==> config.mk <==
export PLATFORM = sky130hd
export DESIGN_NAME = ascii_number_parser_flat
export DESIGN_NICKNAME = d
export VERILOG_FILES = /design/src/rtl/anp_pkg.sv /design/src/rtl/anp_in_if.sv /design/src/rtl/anp_out_if.sv /design/src/rtl/ascii_number_parser.sv /design/src/flat_wrapper.sv
export SDC_FILE = /design/constraint.sdc
export NUM_CORES = 1
export LEC_CHECK = 0
export ABC_AREA = 1
export ABC_CLOCK_PERIOD_IN_PS = 9920
export BUFFER_PORTS_ARGS = -buffer_cell sky130_fd_sc_hd__buf_2
export CAP_MARGIN = 20
export CELL_PAD_IN_SITES_DETAIL_PLACEMENT = 1
export CELL_PAD_IN_SITES_GLOBAL_PLACEMENT = 1
export CORE_MARGIN = 8
export CORE_UTILIZATION = 48
export CTS_CLUSTER_SIZE = 14
export DETAILED_ROUTE_END_ITERATION = 12
export GPL_TIMING_DRIVEN = 1
export PLACE_DENSITY_LB_ADDON = 0.1
export SLEW_MARGIN = 0
export SYNTH_ARGS = -nofsm -noshare
export SYNTH_HDL_FRONTEND = slang
export SYNTH_SLANG_ARGS = --single-unit
==> constraint.sdc <==
create_clock -name clk -period 9.92 [get_ports clk]
set_input_delay 1.984 -clock clk [delete_from_list [all_inputs] [get_ports clk]]
set_output_delay 1.984 -clock clk [all_outputs]
set_load 0.01 [all_outputs]
==> src/rtl/anp_pkg.sv <==
// ----------------------------------------------------------------------------
// anp_pkg
// Types, constants and character helpers shared by the ASCII number parser
// and its channel interfaces.
// ----------------------------------------------------------------------------
package anp_pkg;

  // Field widths fixed by the item formats.
  localparam int CharW  = 8;
  localparam int ValueW = 64;
  localparam int EndW   = 13;
  localparam int BaseW  = 5;

  // Default string length limit for the position counter.
  localparam int MaxCharsDefault = 4096;

  typedef logic [CharW-1:0]  char_t;
  typedef logic [ValueW-1:0] value_t;
  typedef logic [EndW-1:0]   end_t;
  typedef logic [BaseW-1:0]  base_t;

  // Radix codes.
  localparam base_t BaseAuto = 5'd0;
  localparam base_t BaseOct  = 5'd8;
  localparam base_t BaseDec  = 5'd10;
  localparam base_t BaseHex  = 5'd16;

  // Digit value that marks a character that is no hex digit at all.
  localparam base_t DigitNone = 5'd16;

  // Characters of interest.
  localparam char_t CharNul    = 8'h00;
  localparam char_t CharTab    = 8'h09;
  localparam char_t CharCr     = 8'h0D;
  localparam char_t CharSpace  = 8'h20;
  localparam char_t CharPlus   = 8'h2B;
  localparam char_t CharMinus  = 8'h2D;
  localparam char_t CharZero   = 8'h30;
  localparam char_t CharNine   = 8'h39;
  localparam char_t CharUpperA = 8'h41;
  localparam char_t CharUpperF = 8'h46;
  localparam char_t CharLowerA = 8'h61;
  localparam char_t CharLowerF = 8'h66;
  localparam char_t CharUpperX = 8'h58;
  localparam char_t CharLowerX = 8'h78;
  localparam char_t LetterBias = 8'd10;

  // Configuration register indexes.
  typedef enum logic [0:0] {
    REG_NUMBER_BASE  = 1'b0,
    REG_SIGNED_PARSE = 1'b1
  } reg_index_t;

  // Parse phases of one string.
  typedef enum logic [6:0] {
    PH_WS1     = 7'b0000001,
    PH_WS2     = 7'b0000010,
    PH_ZERO    = 7'b0000100,
    PH_X       = 7'b0001000,
    PH_HEXZERO = 7'b0010000,
    PH_DIGITS  = 7'b0100000,
    PH_DONE    = 7'b1000000
  } phase_t;

  // Space, tab, newline, vertical tab, form feed and carriage return.
  function automatic logic is_ws(input char_t c);
    return (c == CharSpace) || ((c >= CharTab) && (c <= CharCr));
  endfunction

  // Hex digit value of a character, DigitNone for anything else.
  function automatic base_t digit_of(input char_t c);
    char_t d;
    d = CharNul;
    if ((c >= CharZero) && (c <= CharNine)) begin
      d = c - CharZero;
    end else if ((c >= CharLowerA) && (c <= CharLowerF)) begin
      d = c - CharLowerA + LetterBias;
    end else if ((c >= CharUpperA) && (c <= CharUpperF)) begin
      d = c - CharUpperA + LetterBias;
    end else begin
      d = char_t'(DigitNone);
    end
    return d[BaseW-1:0];
  endfunction

endpackage

==> src/rtl/anp_in_if.sv <==
// ----------------------------------------------------------------------------
// anp_in_if
// Character channel: one character of the string per item, last one marked.
// ----------------------------------------------------------------------------
interface anp_in_if;
  logic           valid;
  logic           ready;
  anp_pkg::char_t char_code;
  logic           is_last;

  modport source (output valid, output char_code, output is_last, input ready);
  modport sink   (input valid, input char_code, input is_last, output ready);
endinterface

==> src/rtl/anp_out_if.sv <==
// ----------------------------------------------------------------------------
// anp_out_if
// Result channel: parsed value and end offset, one item per string.
// ----------------------------------------------------------------------------
interface anp_out_if;
  logic            valid;
  logic            ready;
  anp_pkg::value_t value;
  logic            end_valid;
  anp_pkg::end_t   end_index;

  modport source (output valid, output value, output end_valid, output end_index,
                  input ready);
  modport sink   (input valid, input value, input end_valid, input end_index,
                  output ready);
endinterface

==> src/rtl/ascii_number_parser.sv <==
// ----------------------------------------------------------------------------
// ascii_number_parser
// Streaming ASCII string to 64-bit integer converter.
// ----------------------------------------------------------------------------
// The block takes one character item per clock cycle, sustained, with no gaps
// between strings. Each character is first registered, then handled by the
// parse state update, whose accumulator loop (a 64 by 5 bit multiply-add by
// the radix and the wrap compare) sets that one-cycle rate. When the item
// marked last is handled, the string state is snapshotted and cleared, and
// the closing step (implied terminator, sign and masking) runs from the
// snapshot into the result register. A stall on the result side holds the
// pipeline; the three registers keep it moving whenever the result is taken.
// Configuration writes must be made while the block is idle.
// ----------------------------------------------------------------------------
module ascii_number_parser #(
  parameter int MAX_CHARS = anp_pkg::MaxCharsDefault
) (
  input  logic                          clk,
  input  logic                          rst,
  input  logic                          cfg_write,
  input  anp_pkg::reg_index_t           cfg_index,
  input  logic [anp_pkg::BaseW-1:0]     cfg_data,
  anp_in_if.sink                        in_ch,
  anp_out_if.source                     out_ch
);
  import anp_pkg::*;

  localparam int PosW = $clog2(MAX_CHARS + 1);
  localparam logic [PosW-1:0] PosMax = PosW'(MAX_CHARS);

  // Configuration registers.
  base_t number_base;
  logic  signed_parse;

  // Input register.
  logic  in_valid_r;
  char_t in_char;
  logic  in_last;

  // Per-string parse state.
  phase_t          phase, phase_next;
  value_t          acc, acc_next;
  base_t           active_base, active_base_next;
  logic            negate, negate_next;
  logic [PosW-1:0] char_pos, char_pos_next;
  logic [PosW-1:0] end_pos, end_pos_next;
  logic            end_rec, end_rec_next;

  // Snapshot of a closed string.
  logic            f_valid;
  phase_t          f_phase;
  value_t          f_acc;
  logic            f_negate;
  logic [PosW-1:0] f_end_pos;
  logic            f_end_rec;
  logic [PosW-1:0] f_nul_pos;

  // Result register.
  logic   o_valid;
  value_t o_value;
  logic   o_end_valid;
  end_t   o_end_index;

  // Handshake and pipeline advance.
  logic o_load, f_free, step, in_ready;

  assign o_load   = f_valid && (!o_valid || out_ch.ready);
  assign f_free   = !f_valid || o_load;
  assign step     = in_valid_r && (!in_last || f_free);
  assign in_ready = !in_valid_r || step;

  assign in_ch.ready      = in_ready;
  assign out_ch.valid     = o_valid;
  assign out_ch.value     = o_value;
  assign out_ch.end_valid = o_end_valid;
  assign out_ch.end_index = o_end_index;

  // Configuration writes.
  always_ff @(posedge clk) begin
    if (rst) begin
      number_base  <= BaseDec;
      signed_parse <= 1'b0;
    end else if (cfg_write) begin
      unique case (cfg_index)
        REG_NUMBER_BASE:  number_base  <= cfg_data;
        REG_SIGNED_PARSE: signed_parse <= cfg_data[0];
        default: ;
      endcase
    end
  end

  // Input register.
  always_ff @(posedge clk) begin
    if (rst) begin
      in_valid_r <= 1'b0;
    end else if (in_ready) begin
      in_valid_r <= in_ch.valid;
    end
  end

  always_ff @(posedge clk) begin
    if (in_ready && in_ch.valid) begin
      in_char <= in_ch.char_code;
      in_last <= in_ch.is_last;
    end
  end

  // Character classification.
  logic  is_space, is_zero, is_x, is_sign, is_minus;
  base_t digit;

  assign is_space = is_ws(in_char);
  assign is_zero  = (in_char == CharZero);
  assign is_x     = (in_char == CharLowerX) || (in_char == CharUpperX);
  assign is_minus = (in_char == CharMinus);
  assign is_sign  = is_minus || (in_char == CharPlus);
  assign digit    = digit_of(in_char);

  // Radix used by a digit taken in the current phase.
  base_t mul_base;

  always_comb begin
    unique case (phase)
      PH_WS1, PH_WS2: mul_base = (number_base == BaseAuto) ? BaseDec : number_base;
      PH_X:           mul_base = BaseHex;
      default:        mul_base = active_base;
    endcase
  end

  // Multiply-add and wrap detection.
  logic [ValueW+BaseW-1:0] prod_full;
  value_t                  acc_sum;
  logic                    acc_stop;

  assign prod_full = acc * mul_base;
  assign acc_sum   = prod_full[ValueW-1:0] + {{(ValueW-BaseW){1'b0}}, digit};
  assign acc_stop  = (digit >= mul_base) || (acc > acc_sum);

  // Phase update for one character.
  logic take_digit;

  always_comb begin
    phase_next       = phase;
    acc_next         = acc;
    active_base_next = active_base;
    negate_next      = negate;
    end_pos_next     = end_pos;
    end_rec_next     = end_rec;
    take_digit       = 1'b0;

    unique case (phase)
      PH_WS1, PH_WS2: begin
        if (!is_space) begin
          if ((phase == PH_WS1) && signed_parse && is_sign) begin
            negate_next = is_minus;
            phase_next  = PH_WS2;
          end else if (number_base > BaseHex) begin
            end_rec_next = 1'b0;
            phase_next   = PH_DONE;
          end else if ((number_base == BaseAuto) && is_zero) begin
            active_base_next = BaseOct;
            phase_next       = PH_ZERO;
          end else if ((number_base == BaseHex) && is_zero) begin
            phase_next = PH_HEXZERO;
          end else begin
            active_base_next = mul_base;
            take_digit       = 1'b1;
          end
        end
      end
      PH_ZERO: begin
        if (is_x) begin
          phase_next = PH_X;
        end else begin
          take_digit = 1'b1;
        end
      end
      PH_X: begin
        if (digit != DigitNone) begin
          active_base_next = BaseHex;
          take_digit       = 1'b1;
        end else begin
          end_rec_next = 1'b0;
          phase_next   = PH_DONE;
        end
      end
      PH_HEXZERO: begin
        if (is_x) begin
          active_base_next = BaseHex;
          phase_next       = PH_DIGITS;
        end else begin
          end_rec_next = 1'b0;
          phase_next   = PH_DONE;
        end
      end
      PH_DIGITS: take_digit = 1'b1;
      default: ;
    endcase

    // A digit either extends the number or closes it at this offset.
    if (take_digit) begin
      if (acc_stop) begin
        end_pos_next = char_pos;
        end_rec_next = 1'b1;
        phase_next   = PH_DONE;
      end else begin
        acc_next   = acc_sum;
        phase_next = PH_DIGITS;
      end
    end
  end

  // Saturating character position.
  assign char_pos_next = (char_pos < PosMax) ? (char_pos + 1'b1) : char_pos;

  // Parse state registers; the last item clears them for the next string.
  always_ff @(posedge clk) begin
    if (rst) begin
      phase       <= PH_WS1;
      acc         <= '0;
      active_base <= BaseAuto;
      negate      <= 1'b0;
      char_pos    <= '0;
      end_pos     <= '0;
      end_rec     <= 1'b0;
    end else if (step) begin
      if (in_last) begin
        phase       <= PH_WS1;
        acc         <= '0;
        active_base <= BaseAuto;
        negate      <= 1'b0;
        char_pos    <= '0;
        end_pos     <= '0;
        end_rec     <= 1'b0;
      end else begin
        phase       <= phase_next;
        acc         <= acc_next;
        active_base <= active_base_next;
        negate      <= negate_next;
        char_pos    <= char_pos_next;
        end_pos     <= end_pos_next;
        end_rec     <= end_rec_next;
      end
    end
  end

  // Snapshot of the closed string.
  always_ff @(posedge clk) begin
    if (rst) begin
      f_valid <= 1'b0;
    end else if (step && in_last) begin
      f_valid <= 1'b1;
    end else if (o_load) begin
      f_valid <= 1'b0;
    end
  end

  always_ff @(posedge clk) begin
    if (step && in_last) begin
      f_phase   <= phase_next;
      f_acc     <= acc_next;
      f_negate  <= negate_next;
      f_end_pos <= end_pos_next;
      f_end_rec <= end_rec_next;
      f_nul_pos <= char_pos_next;
    end
  end

  // Closing step: an unfinished parse sees a terminator at the next offset.
  logic            fin_rec;
  logic [PosW-1:0] fin_end_pos;
  value_t          fin_value;
  logic [PosW+EndW-1:0] fin_end_ext;

  always_comb begin
    fin_rec     = f_end_rec;
    fin_end_pos = f_end_pos;
    unique case (f_phase)
      PH_WS1, PH_WS2: begin
        fin_rec     = (number_base <= BaseHex);
        fin_end_pos = f_nul_pos;
      end
      PH_ZERO, PH_DIGITS: begin
        fin_rec     = 1'b1;
        fin_end_pos = f_nul_pos;
      end
      PH_X, PH_HEXZERO: fin_rec = 1'b0;
      default: ;
    endcase
  end

  assign fin_value   = f_negate ? (value_t'(0) - f_acc) : f_acc;
  assign fin_end_ext = {{EndW{1'b0}}, fin_end_pos};

  // Result register.
  always_ff @(posedge clk) begin
    if (rst) begin
      o_valid <= 1'b0;
    end else if (o_load) begin
      o_valid <= 1'b1;
    end else if (out_ch.ready) begin
      o_valid <= 1'b0;
    end
  end

  always_ff @(posedge clk) begin
    if (o_load) begin
      o_value     <= fin_rec ? fin_value : '0;
      o_end_valid <= fin_rec;
      o_end_index <= fin_rec ? fin_end_ext[EndW-1:0] : '0;
    end
  end

  // A result without an end offset carries zeros only.
  assert property (@(posedge clk) disable iff (rst)
    (o_valid && !o_end_valid) |-> ((o_value == '0) && (o_end_index == '0)))
    else $error("result without end offset carries nonzero fields");

  // The last item of a string leaves the parse state cleared.
  assert property (@(posedge clk) disable iff (rst)
    (step && in_last) |=> ((phase == PH_WS1) && (char_pos == '0) && !end_rec))
    else $error("parse state not cleared after last item");

  // The position counter saturates at the string length limit.
  assert property (@(posedge clk) disable iff (rst) char_pos <= PosMax)
    else $error("character position beyond limit");

  // An end offset is only recorded once the number is closed.
  assert property (@(posedge clk) disable iff (rst) end_rec |-> (phase == PH_DONE))
    else $error("end offset recorded in an open parse");

  // No sign is seen before the first non-whitespace character.
  assert property (@(posedge clk) disable iff (rst) (phase == PH_WS1) |-> !negate)
    else $error("negate set during leading whitespace");

  // A snapshot waiting on a stalled result blocks the next last item.
  assert property (@(posedge clk) disable iff (rst)
    (f_valid && o_valid && !out_ch.ready) |-> !(step && in_last))
    else $error("closed string overwrote a pending snapshot");

endmodule

==> src/flat_wrapper.sv <==
// flat-port wrapper written by rule: the top's interface ports become plain ports
module ascii_number_parser_flat import anp_pkg::*;
#(
  parameter int MAX_CHARS = anp_pkg::MaxCharsDefault
)
  (clk, rst, cfg_write, cfg_index, cfg_data, in_ch_valid, in_ch_char_code, in_ch_is_last, in_ch_ready, out_ch_valid, out_ch_value, out_ch_end_valid, out_ch_end_index, out_ch_ready);
  anp_in_if in_ch_i ();
  anp_out_if out_ch_i ();
  input  logic clk;
  input  logic rst;
  input  logic cfg_write;
  input  anp_pkg::reg_index_t cfg_index;
  input  logic [anp_pkg::BaseW-1:0] cfg_data;
  input wire logic [$bits(in_ch_i.valid)-1:0] in_ch_valid;
  input wire logic [$bits(in_ch_i.char_code)-1:0] in_ch_char_code;
  input wire logic [$bits(in_ch_i.is_last)-1:0] in_ch_is_last;
  output wire logic [$bits(in_ch_i.ready)-1:0] in_ch_ready;
  output wire logic [$bits(out_ch_i.valid)-1:0] out_ch_valid;
  output wire logic [$bits(out_ch_i.value)-1:0] out_ch_value;
  output wire logic [$bits(out_ch_i.end_valid)-1:0] out_ch_end_valid;
  output wire logic [$bits(out_ch_i.end_index)-1:0] out_ch_end_index;
  input wire logic [$bits(out_ch_i.ready)-1:0] out_ch_ready;
  assign in_ch_i.valid = in_ch_valid;
  assign in_ch_i.char_code = in_ch_char_code;
  assign in_ch_i.is_last = in_ch_is_last;
  assign in_ch_ready = in_ch_i.ready;
  assign out_ch_valid = out_ch_i.valid;
  assign out_ch_value = out_ch_i.value;
  assign out_ch_end_valid = out_ch_i.end_valid;
  assign out_ch_end_index = out_ch_i.end_index;
  assign out_ch_i.ready = out_ch_ready;
  ascii_number_parser #(.MAX_CHARS(MAX_CHARS)) u_core (.clk(clk), .rst(rst), .cfg_write(cfg_write), .cfg_index(cfg_index), .cfg_data(cfg_data), .in_ch(in_ch_i), .out_ch(out_ch_i));
endmodule
== Word-level counts from Yosys, hierarchy flattened ==
Cells that the tools add are included.

* Register bits after elaboration: 299
* Bits of input ports: 20
* Output and inout port bits: 80
* Logic and storage cells: 170

* Add/subtract/negate cells: 8
* Multipliers: 1
* $lt $le $gt $ge: 13
* Eq/ne operators: 26
* Mux-type cells: 62
* Bitwise operators: 1
* Reduce and logical (&&, ||, !) cells: 36

{| class="wikitable"
|+ Operators by type and width
! operator !! count
|-
| $mux 64 || 4
|-
| $mux 13 || 6
|-
| $mux 7 || 11
|-
| $add 64x5->64 || 1
|-
| $gt 64x64->1 || 1
|-
| $mul 64x5->64 || 1
|-
| $sub 1x64->64 const A || 1
|-
| $mux 5 || 12
|-
| $eq 8x6->1 const B || 4
|-
| $pmux 7 s4 || 1
|-
| $mux 1 || 23
|-
| $eq 8x7->1 const B || 2
|-
| $ge 8x7->1 const B || 2
|-
| $le 8x7->1 const B || 2
|-
| $pmux 5 s3 || 1
|-
| $eq 7x1->1 const B || 2
|-
| $eq 7x2->1 const B || 2
|-
| $eq 7x3->1 const B || 2
|-
| $eq 7x4->1 const B || 2
|-
| $eq 7x5->1 const B || 2
|-
| $eq 7x6->1 const B || 2
|-
| $add 13x1->13 const B || 1
|-
| $lt 13x13->1 const B || 1
|-
| $logic_and 1x1->1 || 12
|-
| other kinds (28) || 49
|}

== Depth between registers and ports, before layout ==
Gate-level depths: netlist (run 1).

* Depth after elaboration: 11
* Depth in mapped cells: 45
* Gate-level depth less buffers: 42

== Least setup slack after synthesis (run 1) ==
Ideal clock, no wire load.

* Path type: register to register
* Start point: register u_core.phase[0]
* End point: register u_core.f_end_pos[10], data pin
* Library setup time: 0.255 ns
* Arrival: 6.600 ns
* Required time: 9.665 ns
* Setup slack: 3.065 ns
* Cell stages (with the launch flop): 41
* Buffers on the path: 3
* Period minus slack after synthesis: 6.855 ns
* Path through: dfxtp_1 nor2_1 inv_1 nand2_1 inv_1 nand2_1 nand3b_1 nand2_1 clkbuf_1 clkbuf_1 nor2_1 fa_1 inv_1 fa_1 fa_1 inv_1 ha_1 a21oi_1 [5 not listed] a21oi_1 inv_1 nand3_1 nand2_1 nand2_1 nand2_1 ha_1 nand4_1 nor3_1 nand2_1 nor4_1 nand2_1 nand2_1 nand2_1 nand2_1 clkbuf_1 nand3_1 and2_1

* Word-level cells in the longest chain between the ends: 9
* Elaborated cells between the ends (all ways): 19
* Classes of those cells: add/sub (1); mul (1); order compare (2); eq/ne (5); mux (6); reduce/logical (4)

{| class="wikitable"
|+ RTL lines
! element !! line !! text
|-
| start: declaration || ascii_number_parser.sv:41 || <nowiki>phase_t phase, phase_next;</nowiki>
|-
| start signal: assignment || ascii_number_parser.sv:236 || <nowiki>phase <= phase_next;</nowiki>
|-
| $eq 7x2->1 / $eq 7x1->1 (equally long branches) || ascii_number_parser.sv:123, ascii_number_parser.sv:151, ascii_number_parser.sv:154 ||
|-
| $reduce_or 2->1 || ascii_number_parser.sv:123, ascii_number_parser.sv:151 ||
|-
| $pmux 5 s2 || ascii_number_parser.sv:123 || <nowiki>unique case (phase)</nowiki>
|-
| $mul 64x5->64 || ascii_number_parser.sv:135 || <nowiki>assign prod_full = acc * mul_base;</nowiki>
|-
| $add 64x5->64 || ascii_number_parser.sv:136 || <nowiki>assign acc_sum = prod_full[ValueW-1:0] + {{(ValueW-BaseW){1'b0}}, digit};</nowiki>
|-
| $gt 64x64->1 || ascii_number_parser.sv:137 || <nowiki>assign acc_stop = (digit >= mul_base) || (acc > acc_sum);</nowiki>
|-
| $logic_or 1x1->1 || ascii_number_parser.sv:137 ||
|-
| $mux 13 || ascii_number_parser.sv:202 || <nowiki>if (acc_stop) begin</nowiki>
|-
| $mux 13 (*) || ascii_number_parser.sv:201 || <nowiki>if (take_digit) begin</nowiki>
|-
| via u_core.end_pos_next[10] || ascii_number_parser.sv:46 || <nowiki>logic [PosW-1:0] end_pos, end_pos_next;</nowiki>
|-
| end signal: assignment || ascii_number_parser.sv:263 || <nowiki>f_end_pos <= end_pos_next;</nowiki>
|-
| end: declaration || ascii_number_parser.sv:54 || <nowiki>logic [PosW-1:0] f_end_pos;</nowiki>
|}

The timed path passes the listed nets; every way through them passes the cells marked *.
A chain may end at the register's enable or synchronous reset.

== Final worst setup path (run 1) ==
* Start point: register u_core.phase[4]
* End point: register u_core.f_acc[27], data pin

* Word-level cells in the longest chain between the ends: 9
* Elaborated cells between the ends (all ways): 19
* Classes of those cells: add/sub (1); mul (1); order compare (2); eq/ne (5); mux (6); reduce/logical (4)

{| class="wikitable"
|+ RTL lines
! element !! line !! text
|-
| $eq 7x2->1 / $eq 7x1->1 (equally long branches) || ascii_number_parser.sv:123, ascii_number_parser.sv:151, ascii_number_parser.sv:154 ||
|-
| $reduce_or 2->1 || ascii_number_parser.sv:123, ascii_number_parser.sv:151 ||
|-
| $pmux 5 s2 || ascii_number_parser.sv:123 ||
|-
| $mul 64x5->64 || ascii_number_parser.sv:135 ||
|-
| $add 64x5->64 || ascii_number_parser.sv:136 ||
|-
| $gt 64x64->1 || ascii_number_parser.sv:137 ||
|-
| $logic_or 1x1->1 || ascii_number_parser.sv:137 ||
|-
| $mux 64 || ascii_number_parser.sv:202 ||
|-
| $mux 64 (*) || ascii_number_parser.sv:201 ||
|-
| via u_core.acc_next[27] || ascii_number_parser.sv:42 || <nowiki>value_t acc, acc_next;</nowiki>
|-
| end signal: assignment || ascii_number_parser.sv:261 || <nowiki>f_acc <= acc_next;</nowiki>
|-
| end: declaration || ascii_number_parser.sv:52 || <nowiki>value_t f_acc;</nowiki>
|}

Marks and branches as above.

==> results of run 1 <==
[registers in the layout, indices dropped and copies added, names as in the netlist, 5 cells and up]
signal                   cells
u_core.out_ch.end_index     13
u_core.in_char               8
u_core.acc                  64
u_core.f_acc                64
u_core.f_nul_pos            13
u_core.end_pos              13
u_core.number_base           5
u_core.f_phase               7
u_core.phase                 7
u_core.f_end_pos            13
u_core.active_base           5
u_core.char_pos             13
u_core.out_ch.value         64
[final cells by class]
class	instances	share of cell area [%]
Clock buffer	48	3.42
Tap cell	765	3.18
Timing Repair Buffer	132	2.60
Inverter	639	7.97
Multi-Input combinational cell	2611	55.9
Clock inverter	22	0.859
Sequential cell	299	26.0
[logic make-up (layout without fill, tap and decap cells)]
kind of cell	after synthesis	count (layout)	share of synthesized area, %
xor+xnor	66	66	2.10
simple gates	1662	1662	26.6
fa+ha+maj	383	383	22.4
flops	299	299	28.5
compound gates	500	500	9.92
buf+inv	756	841	10.6
[routing by layer]
| metal | share of wire [%] | up-vias | routed length, um |
|---|---|---|---|
| li1 | - | 12000 | - |
| met3 | 5.4 | 123 | 5150 |
| met2 | 46 | 639 | 43900 |
| met4 | 1.9 | 0 | 1810 |
| met5 | 0 | - | 0 |
| met1 | 46 | 12800 | 44000 |
[power breakdown]
part,internal (mW),switching (mW)
Sequential,1.46,0.0940
Combinational,0.510,1.21
Clock,0.828,0.600
Total,2.80,1.91
[layout by cell type, fill, tap and decap left out, types with 5 or more instances in the layout]
cell and n:
nor3b_1 7, a31oi_1 25, xor2_1 36, buf_4 31, o21ai_0 107, nor2_2 5, o211ai_1 9, o21bai_1 13
nand4_1 94, a21o_1 6, fa_1 183, inv_2 12, clkinv_1 8, nor4_1 29, edfxtp_1 186, clkbuf_1 7
nor2_4 6, xnor2_1 30, dfxtp_1 113, and2_1 77, buf_2 98, nand2_2 9, nand3b_1 9, a211oi_1 7
nor2_1 523, clkbuf_16 39, ha_1 200, and3_1 9, clkinvlp_4 5, a21boi_0 5, a21oi_1 291, o21a_1 10
nand3_1 198, inv_1 624, nor3_1 59, nand2_1 618
[critical path: cells and delay by family (launching register included)]
family,cells,cell delay [ns]
buf+inv,7,1.49
flops,1,0.32
fa+ha+maj,5,2.23
compound gates,3,0.91
simple gates,21,3.39
[metrics by stage]
step                      instance area, um2  hold slack (ns)  util [%]  cells  power (mW)
after global routing                   30100            0.479      52.6   4516        4.95
after detailed placement               28800            0.462      50.4   4446        3.27
after CTS                              30100            0.470      52.6   4516        4.71
after global placement                 28800            0.445      50.3   4444        3.20
final                                  30100            0.466      52.6   4516        4.70
after floorplan                        27600            0.431         -   3666        2.68
[final timing paths]
path / slack (ns) / endpoint / cells after the start
hold / removal: 0.47 / u_core.end_rec$_SDFFE_PP0P_ / 2
setup / recovery: 1.20 / u_core.f_acc[27]$_DFFE_PP_ / 36
hold reg to reg: 0.47 / u_core.end_rec$_SDFFE_PP0P_ / 2
setup reg to reg: 1.20 / u_core.f_acc[27]$_DFFE_PP_ / 36
==> results.sh, run 1 <==
export IMPL_vias_per_cell=5.64
export IMPL_cts_root_buf="clkbuf_16"
export IMPL_syn_instance_count=3666
export IMPL_worst_slew_margin_rel_pct=31.2
export IMPL_fraction_of_final_layout_cells_sized_beyond_drive_strength_1_pct=6.56
export IMPL_floorplan_initialDensity_pct=48.1
export IMPL_ffs_w_async_s_r_synth_pct=0
export IMPL_ctsHoldBuffers=0
export IMPL_synth_flop_cell="edfxtp_1"
export IMPL_rsz0062_at_grt="false"
export IMPL_clkSlewWorstSetupHoldPaths_ns=0.06
export IMPL_timing_critical_path_slowest_stage_cell="inv_2"
export IMPL_synth_cell_types=59
export IMPL_floorplan_core_area_um2=57300
export IMPL_crit_path_start_kind="flop"
export IMPL_top_usage_layer="met2"
export IMPL_io_buffer_count=99
export IMPL_min_period_ns=8.72
export IMPL_worst_hold_startpoint="u_core.end_rec$_SDFFE_PP0P_"
export IMPL_worst_setup_path_startpoint="u_core.phase[4]$_SDFFE_PP0P_"
export IMPL_cts_repair_resize_count=0
export IMPL_tritoncts_clock_tree="done"
export IMPL_grt_met3_usage_pct=3.65
export IMPL_detail_route_drc_violations=0
export IMPL_tightestPinTransition_ns=1.03
export IMPL_dieWidth_um=256
export IMPL_synthesis_yosys_warnings=0
export IMPL_h_tree_depth=2
export IMPL_area_contributors_post_synth="edfxtp_1 20%, fa_1 13%, ha_1 9.1%"
export IMPL_finalClockSkew_ns=0.0327
export IMPL_maxCapViolations=0
export IMPL_power_density_cell_area_nw_per_um2=156
export IMPL_total_leakage_power_nw=13.0
export IMPL_dr_first_iter_drc_count=1511
export IMPL_timing_final_hold_violations=0
export IMPL_antenna_found_initial=0
export IMPL_critical_path_peak_fanout=36
export IMPL_syn_area_um2=27600
export IMPL_area_grow_syn2layout_pct=9.35
export IMPL_yosys_area_top_type="edfxtp_1"
export IMPL_final_nets=4124
export IMPL_timing_final_setup_violations=0
export IMPL_yosysSeqAreaShare_pct=28.5
export IMPL_remaining_global_route_overflow=0
export IMPL_rows=88
export IMPL_gp_routability_congestion=0.942
export IMPL_grt_max_degree=73
export IMPL_run_status="finished, final reports clean"
export IMPL_worst_skew_pair_late_latency_ns=0.59
export IMPL_multi_input_area_um2=16900
export IMPL_clkSinkCount=299
export IMPL_setup_ws_pre_cts_ns=1.36
export IMPL_most_instantiated_cells_after_synthesis="625 x inv_1, 621 x nand2_1, 525 x nor2_1, 292 x a21oi_1, 200 x ha_1"
export IMPL_post_cts_setup_inserts=0
export IMPL_fp_dieArea_um2=65300
export IMPL_register_area_um2=7850
export IMPL_worst_ep_required_time_ns=10.24
export IMPL_postRouteAntennaNets=0
export IMPL_timing_hold_worst_class="flop to flop"
export IMPL_synthesis_nets=4069
export IMPL_cts_buffers_inserted=38
export IMPL_post_synth_top_count_cell="inv_1"
export IMPL_regToRegStartpoint="u_core.phase[4]$_SDFFE_PP0P_"
export IMPL_final_period_utilization_pct=87.9
export IMPL_design_portCount=100
export IMPL_setup_total_negative_slack_ns=0
export IMPL_num_vias=25500
export IMPL_netlist_area_leader_share_pct=20.3
export IMPL_synth_enable_flop_cells=186
export IMPL_grt_first_pass_wirelength_mm=152
export IMPL_via_count_of_the_first_global_routing_pass=27100
export IMPL_use_met1_pct=40.2
export IMPL_grt_use_total_pct=28.7
export IMPL_timing_final_ws_setup_ns=1.20
export IMPL_max_freq_mhz=115
export IMPL_worstPathArrival_ns=9.04
export IMPL_wl_per_cell_um=21.0
export IMPL_crit_type="flop to flop"
export IMPL_final_fill_count=7270
export IMPL_worst_path_largest_cell_delay_ns=0.66
export IMPL_cp_end_kind="flop"
export IMPL_first_pass_iters=5
export IMPL_slew_violations=0
export IMPL_syn_mean_instance_area_um2=7.52
export IMPL_ys_seq_elements=299
export IMPL_clock_path_buffers=3
export IMPL_hpwl_mm=75.9
export IMPL_antenna_cells=0
export IMPL_postRouteWirelength_mm=94.9
export IMPL_die_height_um=256
export IMPL_grt_use_met2_pct=47.2
export IMPL_ir_worst_vdd_uv=250
(Power assumes the default switching activity.)
==> run 2: changes to the inputs <==
--- a/config.mk
+++ b/config.mk
@@ -17,6 +17,7 @@
 export DETAILED_ROUTE_END_ITERATION = 12
 export GPL_TIMING_DRIVEN = 1
 export PLACE_DENSITY_LB_ADDON = 0.1
+export RECOVER_POWER = 50
 export SLEW_MARGIN = 0
 export SYNTH_ARGS = -nofsm -noshare
 export SYNTH_HDL_FRONTEND = slang
==> results.sh, run 2 (same netlist as run 1, synthesis figures left out) <==
export IMPL_rows=88
export IMPL_timing_final_setup_violations=0
export IMPL_dr_first_iter_drc_count=1559
export IMPL_cts_repair_resize_count=0
export IMPL_final_nets=4124
export IMPL_setup_ws_pre_cts_ns=1.36
export IMPL_clock_path_buffers=3
export IMPL_use_met1_pct=40.2
export IMPL_total_leakage_power_nw=12.7
export IMPL_vias_per_cell=5.62
export IMPL_slew_violations=318
export IMPL_cts_buffers_inserted=38
export IMPL_grt_met3_usage_pct=3.65
export IMPL_fraction_of_final_layout_cells_sized_beyond_drive_strength_1_pct=4.13
export IMPL_placed_cell_area_um2=28800
export IMPL_top_usage_layer="met2"
export IMPL_final_period_utilization_pct=88.1
export IMPL_worst_ep_required_time_ns=10.23
export IMPL_power_density_cell_area_nw_per_um2=157
export IMPL_setup_total_negative_slack_ns=0
export IMPL_remaining_global_route_overflow=0
export IMPL_h_tree_depth=2
export IMPL_stdcell_area_um2=30000
export IMPL_worst_setup_path_startpoint="u_core.phase[6]$_SDFFE_PP0P_"
export IMPL_crit_path_start_kind="flop"
export IMPL_crit_type="flop to flop"
export IMPL_regToRegStartpoint="u_core.phase[6]$_SDFFE_PP0P_"
export IMPL_cts_root_buf="clkbuf_16"
export IMPL_final_cell_mix="624 x inv_1, 619 x nand2_1, 525 x nor2_1"
export IMPL_wl_per_cell_um=21.0
export IMPL_final_fill_count=7270
export IMPL_worst_slew_margin_rel_pct=-142
export IMPL_layout_cells_most_common="inv_1"
export IMPL_num_vias=25400
export IMPL_design_portCount=100
export IMPL_grt_use_total_pct=28.7
export IMPL_run_status="complete, but fails checks"
export IMPL_grt_first_pass_wirelength_mm=152
export IMPL_final_util_pct=52.3
export IMPL_finalClockSkew_ns=0.0314
export IMPL_rsz0062_at_grt="false"
export IMPL_clkSlewWorstSetupHoldPaths_ns=0.06
export IMPL_via_count_of_the_first_global_routing_pass=27100
export IMPL_area_grow_syn2layout_pct=8.73
export IMPL_worstPathArrival_ns=9.05
export IMPL_critical_path_peak_fanout=65
export IMPL_floorplan_initialDensity_pct=48.1
export IMPL_min_period_ns=8.74
export IMPL_timing_critical_path_slowest_stage_cell="inv_2"
export IMPL_grt_use_met2_pct=47.2
export IMPL_max_freq_mhz=114
export IMPL_worst_hold_startpoint="u_core.end_rec$_SDFFE_PP0P_"
export IMPL_postRouteWirelength_mm=95.1
export IMPL_detail_route_drc_violations=0
export IMPL_maxCapViolations=6
export IMPL_hpwl_mm=75.9
export IMPL_worst_path_largest_cell_delay_ns=0.64
export IMPL_critical_path_top_cell_by_count="nor2_1"
export IMPL_timing_final_hold_violations=0
export IMPL_first_pass_iters=5
export IMPL_dieWidth_um=256
export IMPL_io_buffer_count=99
export IMPL_timing_final_ws_setup_ns=1.18
export IMPL_hold_worst_slack_ns=0.467
export IMPL_grt_max_degree=73
export IMPL_antenna_found_initial=0
export IMPL_violations="max-capacitance violations, max-slew violations"
export IMPL_cp_end_kind="flop"
export IMPL_tritoncts_clock_tree="done"
export IMPL_register_area_um2=7850
export IMPL_tightestPinTransition_ns=3.63
export IMPL_timing_hold_worst_class="flop to flop"
export IMPL_postRouteAntennaNets=0
export IMPL_post_cts_setup_inserts=0
export IMPL_ir_worst_vdd_uv=248
export IMPL_ctsHoldBuffers=0
export IMPL_worst_skew_pair_late_latency_ns=0.59
export IMPL_floorplan_core_area_um2=57300
export IMPL_multi_input_area_um2=16800
export IMPL_fp_dieArea_um2=65300
export IMPL_clkSinkCount=299
export IMPL_die_height_um=256
export IMPL_gp_routability_congestion=0.942
export IMPL_reg2reg_slack_ns=1.18
## run 2: area by class of cell
class | instances | share of cell area (%)
antenna | 1 | 0.00835
clock buffer | 48 | 3.44
clock inverter | 22 | 0.864
inverter | 639 | 8.01
multi-input combinational | 2611 | 56.1
sequential | 299 | 26.2
tap | 765 | 3.19
timing repair buffer | 132 | 2.16
## run 2: final timing paths
path	depth (start not counted)	to
worst max register to register	37	u_core.acc[45]$_SDFFE_PP0P_
worst min register to register	2	u_core.end_rec$_SDFFE_PP0P_
worst max-delay path	37	u_core.acc[45]$_SDFFE_PP0P_
worst min-delay path	2	u_core.end_rec$_SDFFE_PP0P_
## run 2: power by group
part / switching, mW / total [mW] / internal, mW
clock network: 0.598 / 1.43 / 0.828
registers: 0.0942 / 1.55 / 1.46
logic: 1.21 / 1.72 / 0.506
total: 1.90 / 4.70 / 2.80
## run 2: worst max-delay path: cells and delay by family (launching register included)
family                   cells  cell delay (ns)
AND/OR/NAND/NOR             19             2.61
AO/OA/AOI/OAI                7             1.86
adder cells (fa/ha/maj)      5             2.24
buffers and inverters        6             1.23
flip-flops                   1             0.35
## run 2: per-stage QoR
step           std cells  total power [mW]
6_report            4517              4.70
5_1_grt             4516              4.95
4_1_cts             4516              4.71
3_5_place_dp        4446              3.27
3_3_place_gp        4444              3.20
2_1_floorplan       3666              2.68
## run 2: metal layers
| metal | vias up | wire [um] |
|---|---|---|
| met5 | - | 0 |
| met2 | 565 | 43900 |
| met1 | 12700 | 44600 |
| li1 | 12000 | - |
| met4 | 0 | 1820 |
| met3 | 115 | 4780 |
==> run 3: changes to the inputs <==
--- a/config.mk
+++ b/config.mk
@@ -18,6 +18,7 @@
 export GPL_TIMING_DRIVEN = 1
 export PLACE_DENSITY_LB_ADDON = 0.1
 export RECOVER_POWER = 50
+export REMOVE_ABC_BUFFERS = 1
 export SLEW_MARGIN = 0
 export SYNTH_ARGS = -nofsm -noshare
 export SYNTH_HDL_FRONTEND = slang
==> results.sh, run 3 (same netlist as run 1, synthesis figures left out) <==
export IMPL_run_status="complete, but fails checks"
export IMPL_violations="max-capacitance violations, max-slew violations"
export IMPL_h_tree_depth=2
export IMPL_final_nets=4125
export IMPL_vias_per_cell=5.64
export IMPL_combinational_share_of_power_pct=37.5
export IMPL_regToRegStartpoint="u_core.phase[1]$_SDFFE_PP0P_"
export IMPL_p_int_mw=2.75
export IMPL_floorplan_initialDensity_pct=48.1
export IMPL_wl_per_cell_um=21.1
export IMPL_ctsHoldBuffers=0
export IMPL_dieWidth_um=256
export IMPL_clock_path_buffers=3
export IMPL_setup_total_negative_slack_ns=0
export IMPL_cts_root_buf="clkbuf_16"
export IMPL_pwr_share_clk_pct=29.2
export IMPL_maxCapViolations=6
export IMPL_layout_cells_most_common="inv_1"
export IMPL_first_pass_iters=5
export IMPL_finalClockSkew_ns=0.0234
export IMPL_remaining_global_route_overflow=0
export IMPL_timing_critical_path_slowest_stage_cell="fa_1"
export IMPL_crit_path_start_kind="flop"
export IMPL_num_vias=25500
export IMPL_via_count_of_the_first_global_routing_pass=27500
export IMPL_cts_repair_resize_count=0
export IMPL_worst_ep_required_time_ns=10.22
export IMPL_critical_path_peak_fanout=54
export IMPL_crit_family="simple AND/OR/NAND/NOR gates"
export IMPL_grt_first_pass_wirelength_mm=151
export IMPL_max_freq_mhz=109
export IMPL_fraction_of_final_layout_cells_sized_beyond_drive_strength_1_pct=4.43
export IMPL_gp_routability_congestion=0.945
export IMPL_postRouteAntennaNets=0
export IMPL_slew_violations=293
export IMPL_grt_max_degree=79
export IMPL_post_cts_setup_inserts=0
export IMPL_dr_first_iter_drc_count=1418
export IMPL_crit_type="flop to flop"
export IMPL_worst_hold_startpoint="u_core.active_base[4]$_SDFFE_PP0P_"
export IMPL_antenna_cells=0
export IMPL_io_buffer_count=99
export IMPL_timing_final_hold_violations=0
export IMPL_rows=88
export IMPL_tightestPinTransition_ns=4.58
export IMPL_clkSlewWorstSetupHoldPaths_ns=0.06
export IMPL_area_grow_syn2layout_pct=8.61
export IMPL_final_fill_count=7263
export IMPL_seq_power_share_pct=33.3
export IMPL_floorplan_core_area_um2=57300
export IMPL_worst_slew_margin_rel_pct=-205
export IMPL_critical_path_reg2reg_endpoint="u_core.acc[23]$_SDFFE_PP0P_"
export IMPL_power_switching_mw=1.88
export IMPL_timing_final_setup_violations=0
export IMPL_total_power_mw=4.63
export IMPL_postRouteWirelength_mm=95.4
export IMPL_switching_share_pct=40.5
export IMPL_reg2reg_slack_ns=0.73
export IMPL_detail_route_drc_violations=0
export IMPL_tritoncts_clock_tree="done"
export IMPL_cts_buffers_inserted=36
export IMPL_rsz0062_at_grt="false"
export IMPL_cp_end_kind="flop"
export IMPL_ff2ff_path_depth=37
export IMPL_worst_path_largest_cell_delay_ns=0.54
export IMPL_grt_use_total_pct=28.6
export IMPL_antenna_found_initial=0
export IMPL_clkSinkCount=299
export IMPL_final_period_utilization_pct=92.7
export IMPL_die_height_um=256
export IMPL_min_path_cells=2
export IMPL_cp_num_buf_inv=9
export IMPL_ir_worst_vdd_uv=312
export IMPL_timing_hold_worst_class="flop to flop"
export IMPL_min_period_ns=9.19
export IMPL_design_portCount=100
export IMPL_hpwl_mm=75.6
export IMPL_worst_skew_pair_late_latency_ns=0.56
export IMPL_total_leakage_power_nw=12.8
export IMPL_worstPathArrival_ns=9.49
export IMPL_fp_dieArea_um2=65300
export IMPL_power_density_cell_area_nw_per_um2=155
export IMPL_holdPathEnd="u_core.active_base[4]$_SDFFE_PP0P_"
export IMPL_final_cell_mix="624 x inv_1, 617 x nand2_1, 524 x nor2_1"
[run 3: per-layer routing]
layer | up-vias | share of wire, % | global-route usage, %
met1 | 12700 | 43 | 35.9
met3 | 155 | 5.2 | 4.48
li1 | 12000 | - | -
met2 | 638 | 49 | 50.1
met5 | - | 0 | 0
met4 | 0 | 2.9 | 8.91
[run 3: how the worst max path moves through the flow]
| stage | from | endpoint | slack [ns] | cells past startpoint |
|---|---|---|---|---|
| after floorplan | u_core.phase[0]$_SDFFE_PP1P_ | u_core.acc[36]$_SDFFE_PP0P_ | 0.38 | 36 |
| after global placement | u_core.phase[4]$_SDFFE_PP0P_ | u_core.f_acc[38]$_DFFE_PP_ | 0.67 | 35 |
| after detailed placement | u_core.phase[1]$_SDFFE_PP0P_ | u_core.f_acc[22]$_DFFE_PP_ | 0.48 | 35 |
| after CTS | u_core.phase[1]$_SDFFE_PP0P_ | u_core.f_acc[41]$_DFFE_PP_ | 0.42 | 35 |
| after global routing | u_core.phase[2]$_SDFFE_PP0P_ | u_core.acc[10]$_SDFFE_PP0P_ | 0.07 | 36 |
| final | u_core.phase[1]$_SDFFE_PP0P_ | u_core.acc[23]$_SDFFE_PP0P_ | 0.73 | 37 |
[run 3: final cells by class]
| type | count | area [um2] | area share (%) |
|---|---|---|---|
| multi-input cells | 2611 | 16900 | 56.3 |
| flip-flops and latches | 299 | 7850 | 26.2 |
| inverters | 639 | 2410 | 8.05 |
| clock buffers | 47 | 993 | 3.32 |
| well taps | 765 | 957 | 3.20 |
| repair buffers | 135 | 693 | 2.32 |
| clock inverters | 19 | 180 | 0.602 |
[run 3: power groups by stage]
stage,registers (mW),logic [mW],clock network [mW]
after floorplan,1.53,1.07,0
after global placement,1.56,1.62,0
after detailed placement,1.56,1.69,0
after CTS,1.54,1.70,1.37
after global routing,1.55,1.90,1.41
final,1.54,1.74,1.35
[run 3: metrics by stage]
step	hold slack (ns)	utilization [%]	cells	worst slack [ns]	instance area, um2
2_1_floorplan	0.430	-	3549	0.385	27000
3_3_place_gp	0.449	50.4	4448	0.671	28900
3_5_place_dp	0.458	50.4	4449	0.479	28900
4_1_cts	0.466	52.5	4515	0.418	30000
5_1_grt	0.485	52.3	4515	0.0675	29900
6_report	0.465	52.3	4515	0.725	29900
[run 3: tightest hold or removal path, delay by kind of cell, from the launching register on]
family	cells	cell delay, ns
AND/OR/NAND/NOR	1	0.06
AO/OA/AOI/OAI	1	0.05
flip-flops	1	0.31
